## config.mk

```make
export PLATFORM = sky130hd
export DESIGN_NAME = pulse_peak_interval_detector
export DESIGN_NICKNAME = d
export VERILOG_FILES = /design/src/ppid_pkg.sv /design/src/ppid_slope.sv /design/src/ppid_tracker.sv /design/src/pulse_peak_interval_detector.sv
export SDC_FILE = /design/constraint.sdc
export NUM_CORES = 2
export LEC_CHECK = 0
export BUFFER_PORTS_ARGS = -buffer_cell sky130_fd_sc_hd__buf_2
export CORE_ASPECT_RATIO = 0.9
export CORE_UTILIZATION = 34
export CTS_BUF_LIST = sky130_fd_sc_hd__clkbuf_2
export CTS_CLUSTER_DIAMETER = 80
export DETAILED_ROUTE_END_ITERATION = 6
export MAX_ROUTING_LAYER = met4
export PLACE_DENSITY = 0.6
export SYNTH_ARGS = -nofsm -noshare
export SYNTH_HDL_FRONTEND = slang
export SYNTH_SLANG_ARGS = --single-unit
```

## constraint.sdc

```tcl
create_clock -name clk_i -period 17.3 [get_ports clk_i]
set_input_delay 4.325 -clock clk_i [delete_from_list [all_inputs] [get_ports clk_i]]
set_output_delay 4.325 -clock clk_i [all_outputs]
set_load 0.05 [all_outputs]
```

## src/ppid_pkg.sv

```systemverilog
// Shared types, constants and defaults for the pulse peak interval detector.
`default_nettype none

package ppid_pkg;

  localparam int WINDOW_TAPS_DEF   = 17;
  localparam int HISTORY_DEPTH_DEF = 20;
  localparam int SAMPLE_BITS_DEF   = 12;

  localparam int SAMPLE_FIELD_W = 12;
  localparam int SLOPE_W        = 17;
  localparam int INTERVAL_W     = 16;
  localparam int LEVEL_W        = 10;
  localparam int CNT_W          = 11;
  localparam int QUOT_W         = 11;
  localparam int CFG_DATA_W     = 11;

  localparam int DIVISOR = 100;

  localparam logic [CNT_W-1:0]      CNT11_MAX = 11'd2047;
  localparam logic [INTERVAL_W-1:0] CNT16_MAX = 16'd65535;
  localparam logic [QUOT_W-1:0]     QUOT_SAT  = 11'd1024;

  localparam logic [CNT_W-1:0]          MIN_GAP_RST  = 11'd300;
  localparam logic [CNT_W-1:0]          TIMEOUT_RST  = 11'd1000;
  localparam logic signed [LEVEL_W-1:0] REARM_RST    = 10'sd250;
  localparam logic signed [LEVEL_W-1:0] BASELINE_RST = 10'sd320;

  typedef enum logic [1:0] {
    CFG_MIN_GAP  = 2'd0,
    CFG_TIMEOUT  = 2'd1,
    CFG_REARM    = 2'd2,
    CFG_BASELINE = 2'd3
  } cfg_idx_e;

  typedef struct packed {
    logic [CNT_W-1:0]          min_gap;
    logic [CNT_W-1:0]          timeout;
    logic signed [LEVEL_W-1:0] rearm_lvl;
    logic signed [LEVEL_W-1:0] base_lvl;
  } cfg_t;

  // slope stage result handed to the tracker
  typedef struct packed {
    logic [SLOPE_W-1:0] slope;
    logic [QUOT_W-1:0]  quot;
  } slope_t;

endpackage

`default_nettype wire

```

## src/ppid_slope.sv

```systemverilog
// Input register, moving sum, sum delay line, slope and slope/100 pipeline.
`default_nettype none

module ppid_slope #(
  parameter int WINDOW_TAPS   = ppid_pkg::WINDOW_TAPS_DEF,
  parameter int HISTORY_DEPTH = ppid_pkg::HISTORY_DEPTH_DEF,
  parameter int SAMPLE_BITS   = ppid_pkg::SAMPLE_BITS_DEF
) (
  input  wire logic                                clk_i,
  input  wire logic                                rst_ni,
  input  wire logic                                in_valid_i,
  output logic                                     in_ready_o,
  input  wire logic [ppid_pkg::SAMPLE_FIELD_W-1:0] sample_i,
  output logic                                     out_valid_o,
  input  wire logic                                out_ready_i,
  output ppid_pkg::slope_t                         out_o
);

  localparam int SumW   = SAMPLE_BITS + $clog2(WINDOW_TAPS);
  localparam int DivK   = SumW + 7;
  localparam int RecipW = SumW + 1;
  localparam int ProdW  = SumW + RecipW;
  localparam logic [63:0] RecipWide =
    ((64'd1 << DivK) + 64'(ppid_pkg::DIVISOR - 1)) / 64'(ppid_pkg::DIVISOR);
  localparam logic [RecipW-1:0] Recip = RecipW'(RecipWide);

  logic                   s1_v_q, s2_v_q, s3_v_q;
  logic                   s1_ready, s2_ready, s3_ready;
  logic [SAMPLE_BITS-1:0] s1_sample_q;
  logic [SumW-1:0]        s2_slope_q;
  ppid_pkg::slope_t       s3_q;

  logic [SAMPLE_BITS-1:0] raw_q  [WINDOW_TAPS];
  logic [SumW-1:0]        hist_q [HISTORY_DEPTH];
  logic [SumW-1:0]        sum_q;

  logic [31:0]            field_wide;
  logic [SumW-1:0]        sum_d, old_sum, slope_d;
  logic [ProdW-1:0]       prod;
  logic [31:0]            quot_wide;
  logic [63:0]            slope_wide;
  ppid_pkg::slope_t       s3_d;

  assign s3_ready   = !s3_v_q || out_ready_i;
  assign s2_ready   = !s2_v_q || s3_ready;
  assign s1_ready   = !s1_v_q || s2_ready;
  assign in_ready_o = s1_ready;

  assign field_wide = 32'(sample_i);

  always_comb begin
    sum_d   = sum_q - SumW'(raw_q[WINDOW_TAPS-1]) + SumW'(s1_sample_q);
    old_sum = hist_q[HISTORY_DEPTH-1];
    slope_d = (old_sum > sum_d) ? (old_sum - sum_d) : (sum_d - old_sum);
  end

  always_comb begin
    prod       = ProdW'(s2_slope_q) * ProdW'(Recip);
    quot_wide  = 32'(prod[ProdW-1:DivK]);
    slope_wide = 64'(s2_slope_q);
    s3_d.slope = slope_wide[ppid_pkg::SLOPE_W-1:0];
    s3_d.quot  = (quot_wide > 32'(ppid_pkg::QUOT_SAT)) ? ppid_pkg::QUOT_SAT
                                                       : quot_wide[ppid_pkg::QUOT_W-1:0];
  end

  always_ff @(posedge clk_i or negedge rst_ni) begin
    if (!rst_ni) begin
      s1_v_q <= 1'b0;
      s2_v_q <= 1'b0;
      s3_v_q <= 1'b0;
    end else begin
      if (s1_ready) s1_v_q <= in_valid_i;
      if (s2_ready) s2_v_q <= s1_v_q;
      if (s3_ready) s3_v_q <= s2_v_q;
    end
  end

  always_ff @(posedge clk_i) begin
    if (s1_ready && in_valid_i) s1_sample_q <= field_wide[SAMPLE_BITS-1:0];
    if (s3_ready && s2_v_q)     s3_q        <= s3_d;
    if (s2_ready && s1_v_q)     s2_slope_q  <= slope_d;
  end

  // delay lines advance once per consumed sample
  always_ff @(posedge clk_i or negedge rst_ni) begin
    if (!rst_ni) begin
      sum_q <= '0;
      for (int i = 0; i < WINDOW_TAPS; i++) raw_q[i] <= '0;
      for (int i = 0; i < HISTORY_DEPTH; i++) hist_q[i] <= '0;
    end else if (s2_ready && s1_v_q) begin
      sum_q    <= sum_d;
      raw_q[0] <= s1_sample_q;
      for (int i = 1; i < WINDOW_TAPS; i++) raw_q[i] <= raw_q[i-1];
      hist_q[0] <= sum_d;
      for (int i = 1; i < HISTORY_DEPTH; i++) hist_q[i] <= hist_q[i-1];
    end
  end

  assign out_valid_o = s3_v_q;
  assign out_o       = s3_q;

endmodule

`default_nettype wire

```

## src/ppid_tracker.sv

```systemverilog
// Two-phase lowest-level tracker with beat report and result register.
`default_nettype none

module ppid_tracker (
  input  wire logic                                   clk_i,
  input  wire logic                                   rst_ni,
  input  wire ppid_pkg::cfg_t                         cfg_i,
  input  wire logic                                   in_valid_i,
  output logic                                        in_ready_o,
  input  wire ppid_pkg::slope_t                       in_i,
  output logic                                        out_valid_o,
  input  wire logic                                   out_ready_i,
  output logic [ppid_pkg::SLOPE_W-1:0]                slope_o,
  output logic                                        beat_valid_o,
  output logic [ppid_pkg::INTERVAL_W-1:0]             beat_interval_o,
  output logic signed [ppid_pkg::LEVEL_W-1:0]         beat_level_o,
  output logic                                        noise_rearm_o
);

  logic                                   fire;
  logic                                   out_v_q;

  logic [ppid_pkg::CNT_W-1:0]             quiet_q, quiet_d;
  logic [ppid_pkg::CNT_W-1:0]             gap_q, gap_d;
  logic [ppid_pkg::INTERVAL_W-1:0]        intv_q, intv_d;
  logic signed [ppid_pkg::LEVEL_W-1:0]    low_q, low_d;
  logic signed [ppid_pkg::LEVEL_W-1:0]    held_q, held_d;
  logic                                   phase_q, phase_d;

  logic signed [ppid_pkg::LEVEL_W+1:0]    level_full;
  logic signed [ppid_pkg::LEVEL_W-1:0]    level;
  logic                                   beat_d, noise_d;
  logic [ppid_pkg::INTERVAL_W-1:0]        rep_intv_d;
  logic signed [ppid_pkg::LEVEL_W-1:0]    rep_lvl_d;

  assign in_ready_o = !out_v_q || out_ready_i;
  assign fire       = in_valid_i && in_ready_o;

  always_comb begin
    level_full = {{2{cfg_i.base_lvl[ppid_pkg::LEVEL_W-1]}}, cfg_i.base_lvl}
               - $signed({1'b0, in_i.quot});
    if (level_full < -12'sd512) begin
      level = -10'sd512;
    end else if (level_full > 12'sd511) begin
      level = 10'sd511;
    end else begin
      level = level_full[ppid_pkg::LEVEL_W-1:0];
    end
  end

  always_comb begin
    quiet_d    = (quiet_q != ppid_pkg::CNT11_MAX) ? quiet_q + 11'd1 : quiet_q;
    gap_d      = (gap_q != ppid_pkg::CNT11_MAX) ? gap_q + 11'd1 : gap_q;
    intv_d     = intv_q;
    low_d      = low_q;
    held_d     = held_q;
    phase_d    = phase_q;
    beat_d     = 1'b0;
    noise_d    = 1'b0;
    rep_intv_d = '0;
    rep_lvl_d  = '0;
    if (quiet_d > cfg_i.timeout) begin
      low_d   = cfg_i.base_lvl;
      phase_d = 1'b0;
      gap_d   = '0;
      quiet_d = '0;
      intv_d  = '0;
      noise_d = 1'b1;
    end else begin
      if (level < low_d) begin
        low_d   = level;
        quiet_d = '0;
        if (!phase_d) begin
          gap_d  = '0;
          intv_d = '0;
        end
      end
      if (gap_d > cfg_i.min_gap && !phase_d) begin
        held_d  = low_d;
        low_d   = cfg_i.rearm_lvl;
        gap_d   = '0;
        phase_d = 1'b1;
      end
      if (gap_d > cfg_i.min_gap && phase_d) begin
        beat_d     = 1'b1;
        rep_intv_d = intv_d;
        rep_lvl_d  = held_d;
        held_d     = '0;
        low_d      = cfg_i.base_lvl;
        phase_d    = 1'b0;
        gap_d      = '0;
        quiet_d    = '0;
        intv_d     = '0;
      end
    end
    if (intv_d != ppid_pkg::CNT16_MAX) intv_d = intv_d + 16'd1;
  end

  always_ff @(posedge clk_i or negedge rst_ni) begin
    if (!rst_ni) begin
      quiet_q <= '0;
      gap_q   <= '0;
      intv_q  <= '0;
      low_q   <= ppid_pkg::BASELINE_RST;
      held_q  <= '0;
      phase_q <= 1'b0;
      out_v_q <= 1'b0;
    end else begin
      if (in_ready_o) out_v_q <= in_valid_i;
      if (fire) begin
        quiet_q <= quiet_d;
        gap_q   <= gap_d;
        intv_q  <= intv_d;
        low_q   <= low_d;
        held_q  <= held_d;
        phase_q <= phase_d;
      end
    end
  end

  always_ff @(posedge clk_i) begin
    if (fire) begin
      slope_o         <= in_i.slope;
      beat_valid_o    <= beat_d;
      beat_interval_o <= rep_intv_d;
      beat_level_o    <= rep_lvl_d;
      noise_rearm_o   <= noise_d;
    end
  end

  assign out_valid_o = out_v_q;

endmodule

`default_nettype wire

```

## src/pulse_peak_interval_detector.sv

```systemverilog
// Top level of the pulse peak interval detector: config registers and pipeline.
//
// Usage:
//   s_axis carries one converter sample per request (tdata[11:0]); m_axis returns
//   one result per sample with the 20-sample slope of the 17-sample moving sum,
//   a beat report (interval in samples and captured level) and a noise rearm flag.
//   Config registers are written through cfg_we_i / cfg_index_i / cfg_data_i
//   while no sample is in flight; a write takes effect at the next edge.
// Timing:
//   A result passes the input register, slope register, divide register and result
//   register after its sample is accepted. One sample per cycle is sustained while
//   m_axis_tready stays high; the moving-sum update and the tracker state update
//   each close combinationally ahead of their registers.
// Reset:
//   rst_ni clears the delay lines, moving sum, tracker and pipeline, and loads
//   the config registers with their defaults.
// Stall:
//   While m_axis_tready is low the result holds; empty stages still fill, and
//   s_axis_tready drops once every stage holds a sample.
`default_nettype none

module pulse_peak_interval_detector #(
  parameter int WINDOW_TAPS   = ppid_pkg::WINDOW_TAPS_DEF,
  parameter int HISTORY_DEPTH = ppid_pkg::HISTORY_DEPTH_DEF,
  parameter int SAMPLE_BITS   = ppid_pkg::SAMPLE_BITS_DEF
) (
  input  wire logic                            clk_i,
  input  wire logic                            rst_ni,
  input  wire logic                            s_axis_tvalid,
  output logic                                 s_axis_tready,
  input  wire logic [15:0]                     s_axis_tdata,  // sample[11:0]
  output logic                                 m_axis_tvalid,
  input  wire logic                            m_axis_tready,
  output logic [47:0]                          m_axis_tdata,  // slope, beat_interval, beat_level
  output logic [1:0]                           m_axis_tuser,  // beat_valid, noise_rearm
  input  wire logic                            cfg_we_i,
  input  wire logic [1:0]                      cfg_index_i,
  input  wire logic [ppid_pkg::CFG_DATA_W-1:0] cfg_data_i
);

  ppid_pkg::cfg_t                          cfg_q;
  ppid_pkg::slope_t                        slope_s;
  logic                                    slope_valid, slope_ready;
  logic [ppid_pkg::SLOPE_W-1:0]            res_slope;
  logic                                    res_beat, res_noise;
  logic [ppid_pkg::INTERVAL_W-1:0]         res_intv;
  logic signed [ppid_pkg::LEVEL_W-1:0]     res_lvl;

  always_ff @(posedge clk_i or negedge rst_ni) begin
    if (!rst_ni) begin
      cfg_q.min_gap   <= ppid_pkg::MIN_GAP_RST;
      cfg_q.timeout   <= ppid_pkg::TIMEOUT_RST;
      cfg_q.rearm_lvl <= ppid_pkg::REARM_RST;
      cfg_q.base_lvl  <= ppid_pkg::BASELINE_RST;
    end else if (cfg_we_i) begin
      unique case (ppid_pkg::cfg_idx_e'(cfg_index_i))
        ppid_pkg::CFG_MIN_GAP:  cfg_q.min_gap   <= cfg_data_i;
        ppid_pkg::CFG_TIMEOUT:  cfg_q.timeout   <= cfg_data_i;
        ppid_pkg::CFG_REARM:    cfg_q.rearm_lvl <= cfg_data_i[ppid_pkg::LEVEL_W-1:0];
        ppid_pkg::CFG_BASELINE: cfg_q.base_lvl  <= cfg_data_i[ppid_pkg::LEVEL_W-1:0];
        default: ;
      endcase
    end
  end

  ppid_slope #(
    .WINDOW_TAPS  (WINDOW_TAPS),
    .HISTORY_DEPTH(HISTORY_DEPTH),
    .SAMPLE_BITS  (SAMPLE_BITS)
  ) u_slope (
    .clk_i      (clk_i),
    .rst_ni     (rst_ni),
    .in_valid_i (s_axis_tvalid),
    .in_ready_o (s_axis_tready),
    .sample_i   (s_axis_tdata[ppid_pkg::SAMPLE_FIELD_W-1:0]),
    .out_valid_o(slope_valid),
    .out_ready_i(slope_ready),
    .out_o      (slope_s)
  );

  ppid_tracker u_tracker (
    .clk_i          (clk_i),
    .rst_ni         (rst_ni),
    .cfg_i          (cfg_q),
    .in_valid_i     (slope_valid),
    .in_ready_o     (slope_ready),
    .in_i           (slope_s),
    .out_valid_o    (m_axis_tvalid),
    .out_ready_i    (m_axis_tready),
    .slope_o        (res_slope),
    .beat_valid_o   (res_beat),
    .beat_interval_o(res_intv),
    .beat_level_o   (res_lvl),
    .noise_rearm_o  (res_noise)
  );

  assign m_axis_tdata = {5'd0, res_lvl, res_intv, res_slope};
  assign m_axis_tuser = {res_noise, res_beat};

`ifndef SYNTH
  a_beat_noise_excl: assert property (@(posedge clk_i) disable iff (!rst_ni)
    m_axis_tvalid |-> !(m_axis_tuser[0] && m_axis_tuser[1]))
    else $error("beat and noise rearm in the same result");

  a_beat_fields_zero: assert property (@(posedge clk_i) disable iff (!rst_ni)
    (m_axis_tvalid && !m_axis_tuser[0]) |-> (m_axis_tdata[42:17] == 26'd0))
    else $error("beat fields nonzero without a beat");

  a_cfg_min_gap: assert property (@(posedge clk_i) disable iff (!rst_ni)
    (cfg_we_i && cfg_index_i == ppid_pkg::CFG_MIN_GAP) |=>
      (cfg_q.min_gap == $past(cfg_data_i)))
    else $error("min gap write lost");
`endif

endmodule

`default_nettype wire

```

## After elaboration in Yosys (flattened, before gate mapping)

Index checks and enable logic that the tools add are counted.

| storage, ports and cells | value |
|---|---|
| register bits | 751 |
| input bits | 34 |
| logic and storage cells | 139 |

| cells by class | value |
|---|---|
| add/sub/neg operators | 8 |
| multipliers | 1 |
| magnitude comparators | 8 |
| equal/unequal tests | 6 |
| mux-type cells | 32 |
| bitwise logic cells | 2 |
| reductions and logical operators | 22 |

Operators with widths:

| operator | number |
|---|---|
| 11-bit two-way mux | 12 |
| 10-bit two-way mux | 8 |
| 16-bit two-way mux | 5 |
| 17-bit by 18-bit multiplier with 35-bit output, second input constant | 1 |
| 17-bit subtractor | 2 |
| 11-bit greater-than comparator | 3 |
| 11-bit by 1-bit adder with 11-bit output, second input constant | 2 |
| 11-bit != test, second input constant | 2 |
| 17-bit by 12-bit adder with 17-bit output | 1 |
| 17-bit greater-than comparator | 1 |
| 17-bit two-way mux | 1 |
| 17-bit by 12-bit subtractor with 17-bit output | 1 |
| 16-bit by 1-bit adder with 16-bit output, second input constant | 1 |
| 16-bit != test, second input constant | 1 |
| 12-bit by 10-bit greater-than comparator with 1-bit output, second input constant | 1 |
| 12-bit by 10-bit < comparator with 1-bit output, second input constant | 1 |
| 12-bit by 11-bit subtractor with 12-bit output | 1 |
| 11-bit greater-than comparator, second input constant | 1 |
| 10-bit < comparator | 1 |
| 2-bit AND reduction | 5 |
| 1-bit logical AND | 6 |
| 1-bit two-way mux | 6 |
| 1-bit logical NOT | 5 |
| 2-bit == test, second input constant | 2 |
| other kinds (5) | 9 |

## Logic depth before layout (Yosys ltp)

| logic depth | value |
|---|---|
| depth after elaboration | 17 |
| depth in mapped cells | 56 |

## Modules after synthesis

A second synthesis with hierarchy kept.

| second synthesis, totals | value |
|---|---|
| cell total of the unflattened synthesis | 4074 |
| area total of the unflattened synthesis | 38723.4 um^2 |

Modules (own cells, without submodules):

| module | instances | cells an instance | area an instance (um^2) | seq. area each (um^2) |
|---|---|---|---|---|
| ppid_slope | 1 | 3238 | 30055.1 | 15399.8 |
| ppid_tracker | 1 | 737 | 6964.2 | 2855.2 |
| pulse_peak_interval_detector | 1 | 99 | 1704.1 | 1073.5 |

## Worst setup path after synthesis

No wires, ideal clock.

| path | value |
|---|---|
| path type | register to register |
| start point | reg cfg_q[1] (netlist bit) |
| end point | reg u_tracker.intv_q[8] (netlist bit) |
| library setup time | 0.126 ns |
| arrival time | 9.860 ns |
| required time | 17.174 ns |
| setup slack | 7.314 ns |
| cell stages (with the launch flop) | 53 |
| buffers on the path | 6 |
| period minus slack after synthesis | 9.986 ns |
| path through | dfrtp_1 -> ha_1 -> nor2b_1 -> o31a_1 -> o41a_4 -> a21o_1 -> a311oi_4 -> o21a_1 -> clkbuf_1 -> nor2_1 -> ha_1 -> a21o_1 -> a21o_1 -> a21oi_1 -> o21ai_0 -> a31oi_1 -> o221a_4 -> and2_4 -> [... 17 more ...] -> and3_1 -> a221oi_1 -> a21boi_0 -> o31ai_1 -> a21oi_1 -> a21oi_1 -> clkbuf_1 -> nand2_2 -> nor2_1 -> ha_1 -> nand2_1 -> nor3_1 -> and3_1 -> nor2_1 -> nand2_1 -> nor3_1 -> a32oi_1 -> o21ai_1 |

| on the way | value |
|---|---|
| word-level cells in the longest chain between the ends | 17 |

RTL lines:

| what | RTL line | RTL |
|---|---|---|
| start: declaration | pulse_peak_interval_detector.sv:41 | `ppid_pkg::cfg_t cfg_q;` |
| 12-bit by 11-bit subtractor with 12-bit output * | ppid_tracker.sv:41 | `- $signed({1'b0, in_i.quot});` |
| 12-bit by 10-bit greater-than comparator with 1-bit output | ppid_tracker.sv:44 | `end else if (level_full > 12'sd511) begin` |
| 10-bit two-way mux | ppid_tracker.sv:44 |  |
| 10-bit two-way mux * | ppid_tracker.sv:42 | `if (level_full < -12'sd512) begin` |
| 10-bit < comparator * | ppid_tracker.sv:70 | `if (level < low_d) begin` |
| 11-bit two-way mux | ppid_tracker.sv:70 |  |
| 11-bit two-way mux | ppid_tracker.sv:62 | `if (quiet_d > cfg_i.timeout) begin` |
| 11-bit greater-than comparator | ppid_tracker.sv:78 | `if (gap_d > cfg_i.min_gap && !phase_d) begin` |
| 1-bit logical AND | ppid_tracker.sv:78 |  |
| 11-bit two-way mux | ppid_tracker.sv:78 |  |
| 11-bit two-way mux | ppid_tracker.sv:62 |  |
| 11-bit greater-than comparator | ppid_tracker.sv:84 | `if (gap_d > cfg_i.min_gap && phase_d) begin` |
| 1-bit logical AND | ppid_tracker.sv:84 |  |
| 16-bit two-way mux * | ppid_tracker.sv:84 |  |
| 16-bit two-way mux * | ppid_tracker.sv:62 |  |
| 16-bit by 1-bit adder with 16-bit output / 16-bit != test (equally long branches) | ppid_tracker.sv:96 | `if (intv_d != ppid_pkg::CNT16_MAX) intv_d = intv_d + 16'd1;` |
| 16-bit two-way mux * | ppid_tracker.sv:96 |  |
| end signal: assignment | ppid_tracker.sv:113 | `intv_q <= intv_d;` |
| end: declaration | ppid_tracker.sv:25 | `logic [ppid_pkg::INTERVAL_W-1:0] intv_q, intv_d;` |

Mark *: on every way between the ends. The rest lies on a longest branch, timed or not. The select of a mux whose other input is x is not followed.
A chain may end at the register's enable or synchronous reset.

## Final worst setup path

Ends and elaborated chain as after synthesis.

==> summary.md <==
| Metric | Value |
|---|---|
| Status | `finished, final reports clean` |
| Unrepaired setup endpoints after global routing | `no` |
| Max Fclk | `0.08741 GHz` |
| Vias in the first global route | `26,570` |
| Post-synth EDFFs | `102` |
| CTS sink cnt | `751` |
| Pins Over Slew Limit | `0` |
| Row Count | `116` |
| Hpwl dp | `51,380 um` |
| Count of final setup violators | `0` |
| Final Cycle Share | `66.13%` |
| Via density | `4.638` |
| Drc violations | `0` |
| Core area | `111,800 um2` |
| Critical-path top delay cell | `mux2_4` |
| Synth Area in Simple Gates | `19.69%` |
| Mux share of post-synthesis cell area | `1.671%` |
| Pre-CTS setup slack | `5983 ps` |
| Slew headroom | `24.95%` |
| # hold bufs at CTS | `0` |
| Die Y | `321.2 um` |
| PnR worst setup slack | `5860 ps` |
| Crit path DAT | `12,750 ps` |
| Count of unique library cells instantiated by Yosys | `95` |
| Met2 Usage GRT | `21.14%` |
| Compound-Gate Fraction of Synth Area | `7.313%` |
| Reg-to-Reg Start | `cfg_q[1]` |
| Synth Instances | `4,040` |
| Fin crit period | `11,440 ps` |
| Global routing's busiest layer | `met2` |
| Mapped Area | `38,480 um2` |
| Largest net degree at the start of global routing | `198` |
| Most frequent cell after synthesis | `nand2_1` |
| Post-CTS resize count | `0` |
| Crit Path Max Fanout | `35` |
| Die area | `114,500 um2` |
| Initial core utilization | `34.43%` |
| Chip width | `356.6 um` |
| GP Congestion | `0.8777` |
| Post-synth top area cell | `dfrtp_1` |
| Warnings, synthesis | `0` |
| Hold_sp | `u_slope.hist_q[164]` |
| Fin. Hold Viols | `0` |
| Clock Skew | `103.4 ps` |
| Largest family of logic cells by synthesized area | `simple AND/OR/NAND/NOR gates` |
| HP Class | `reg -> reg` |
| Port buffer count | `76` |
| Pre-antenna DRT Iters | `5` |
| Largest stage delay on the critical path | `520 ps` |
| Layout fillers | `11,400` |
| Post-CTS Setup Inserts | `0` |
| IO Pins | `86` |
| Root Buffer Master | `clkbuf_2` |
| Clock Tree Buf Depth | `3` |
| Setup TNS | `0 ps` |
| DR iter-0 viols | `1,944` |
| Synth cell count leaders | `1,598 x nand2_1, 629 x dfrtp_1, 331 x inv_1, 247 x ha_1, 147 x clkbuf_1` |
| Area Growth Syn to Fin | `9.244%` |
| Crit path capture type | `flop` |
| Total track usage | `14.39%` |
| CTS tree | `built` |
| Nets | `4,572` |
| FF+latch count, synth | `751` |
| TritonCTS buffer count | `185` |
| H-tree depth | `4` |
| Adder-cell share of the synthesized area | `14.48%` |
| Primary FF master, synth | `dfrtp_1` |
| Setup CP Type | `reg -> reg` |
| Clock latency at the later pin of the worst-skew pair | `1490 ps` |
| Initial antenna violation count | `2` |
| Detailed-route wire length per cell | `13.45 um` |
| Crit. Startpoint | `cfg_q[1]` |
| FFs w/ async S/R, synth | `86.42%` |
| Share of cells above drive strength 1 | `11.55%` |
| Worst Path Required | `18,610 ps` |
| Share of the synthesized area in the top cell type | `40.91%` |
| CP startpoint kind | `flop` |
| Synth top area cells | `dfrtp_1 41%, nand2_1 16%, ha_1 8.0%` |
| GR met1 Demand/Resource | `19.56%` |
| Synth Area in XOR/XNOR | `1.483%` |
| Max-Cap Viols | `0` |
| Met3 usage | `3.132%` |
| Global-route wire length before repair | `131,700 um` |
| Worst-path clk slew | `110 ps` |
| Slew @ Worst Pin | `1126 ps` |
| Final wirelength | `77,920 um` |
| Mean Syn Cell Area | `9.525 um2` |
| Via count | `26,870` |
| GRT overflow | `0` |
| DRT antenna net count | `0` |
| Seq/Total Area, Yosys | `50.23%` |
==> final timing paths <==
path | depth (start not counted) | slack [ps] | end
max in group asynchronous | 4 | 11280 | u_tracker.quiet_q[9]
min | 2 | 410 | u_slope.hist_q[147]
max reg2reg | 46 | 5860 | u_tracker.intv_q[8]
min in group asynchronous | 1 | 2830 | u_slope.raw_q[140]
max | 46 | 5860 | u_tracker.intv_q[8]
min reg2reg | 2 | 410 | u_slope.hist_q[147]
==> final cells by class <==
class | instances | area (um2) | share of cell area (%)
Multi-Input combinational cell | 2791 | 17220 | 40.96
Inverter | 332 | 1254 | 2.982
Sequential cell | 751 | 19330 | 45.98
Antenna cell | 4 | 10.01 | 0.02381
Tap cell | 1475 | 1846 | 4.390
Clock inverter | 67 | 421.7 | 1.003
Clock buffer | 266 | 1331 | 3.167
Timing Repair Buffer | 106 | 628.1 | 1.494
==> cell families (layout without fill, tap and decap cells) <==
family	after synthesis	after routing
AND/OR/NAND/NOR	1883	1883
flip-flops	751	751
XOR/XNOR	63	63
AO/OA/AOI/OAI	411	411
multiplexers	58	58
buffers and inverters	502	771
other	1	9
adder cells (fa/ha/maj)	371	371
==> sequential cells by signal (all words and copies together), names as in the netlist, 16 cells and up <==
register	flops
u_tracker.intv_q	16
u_slope.raw_q	204
u_tracker.slope_o	17
u_slope.old_sum	17
cfg_q	42
u_tracker.beat_interval_o	16
u_slope.out_o	28
u_slope.s2_slope_q	17
u_slope.hist_q	323
==> through the flow <==
step / hold slack (ps) / cells / utilization [%] / cell area [um2]
after floorplan: 400.3 / 4044 / - / 38490
after global placement: 401.8 / 5455 / 36.04 / 40270
after detailed placement: 404.5 / 5455 / 36.04 / 40270
after CTS: 376.4 / 5788 / 37.61 / 42030
after global routing: 418.1 / 5792 / 37.61 / 42040
final: 407.4 / 5792 / 37.61 / 42040
==> placed cells by master, fill, tap and decap left out, types with 7 or more instances in the layout <==
cell and n:
nand2_1 1597, dfrtp_1 629, inv_1 330, clkbuf_2 266, ha_1 247, fa_1 124, o21ai_0 107, edfxtp_1 102
nor2_1 95, a21oi_1 75, buf_2 75, clkinv_1 44, xnor2_1 39, mux2_2 35, a21o_1 33, nand3_1 32
nor3_1 30, buf_4 29, and3_1 23, xor2_1 23, a31oi_1 21, o21a_1 20, a211oi_1 20, mux2i_1 20
dfstp_2 20, nand4_1 18, nand2b_1 16, nor2b_1 12, o31ai_1 11, and2_1 11, o21bai_1 11, o22ai_1 11
a32o_1 11, nor3_2 10, o221ai_1 9, o2bb2ai_1 9, or3_1 8, a32oi_1 7, clkinv_2 7
==> routing by layer <==
layer / routed length (um) / vias up
li1: - / 13370
met1: 38380 / 12990
met2: 34710 / 413
met3: 3617 / 94
met4: 1215 / 0
met5: 0 / -
==> worst max-delay path, delay by kind of cell (launching register included) <==
kind            cells  cell delay, ps
simple gates       18            3520
buf+inv             1             320
compound gates     21            4920
fa+ha+maj           5            1480
flops               1             480
mux                 1             520
Power is not shown: default switching activity piles up to over one toggle a cycle in this logic, so the estimate is an artifact.
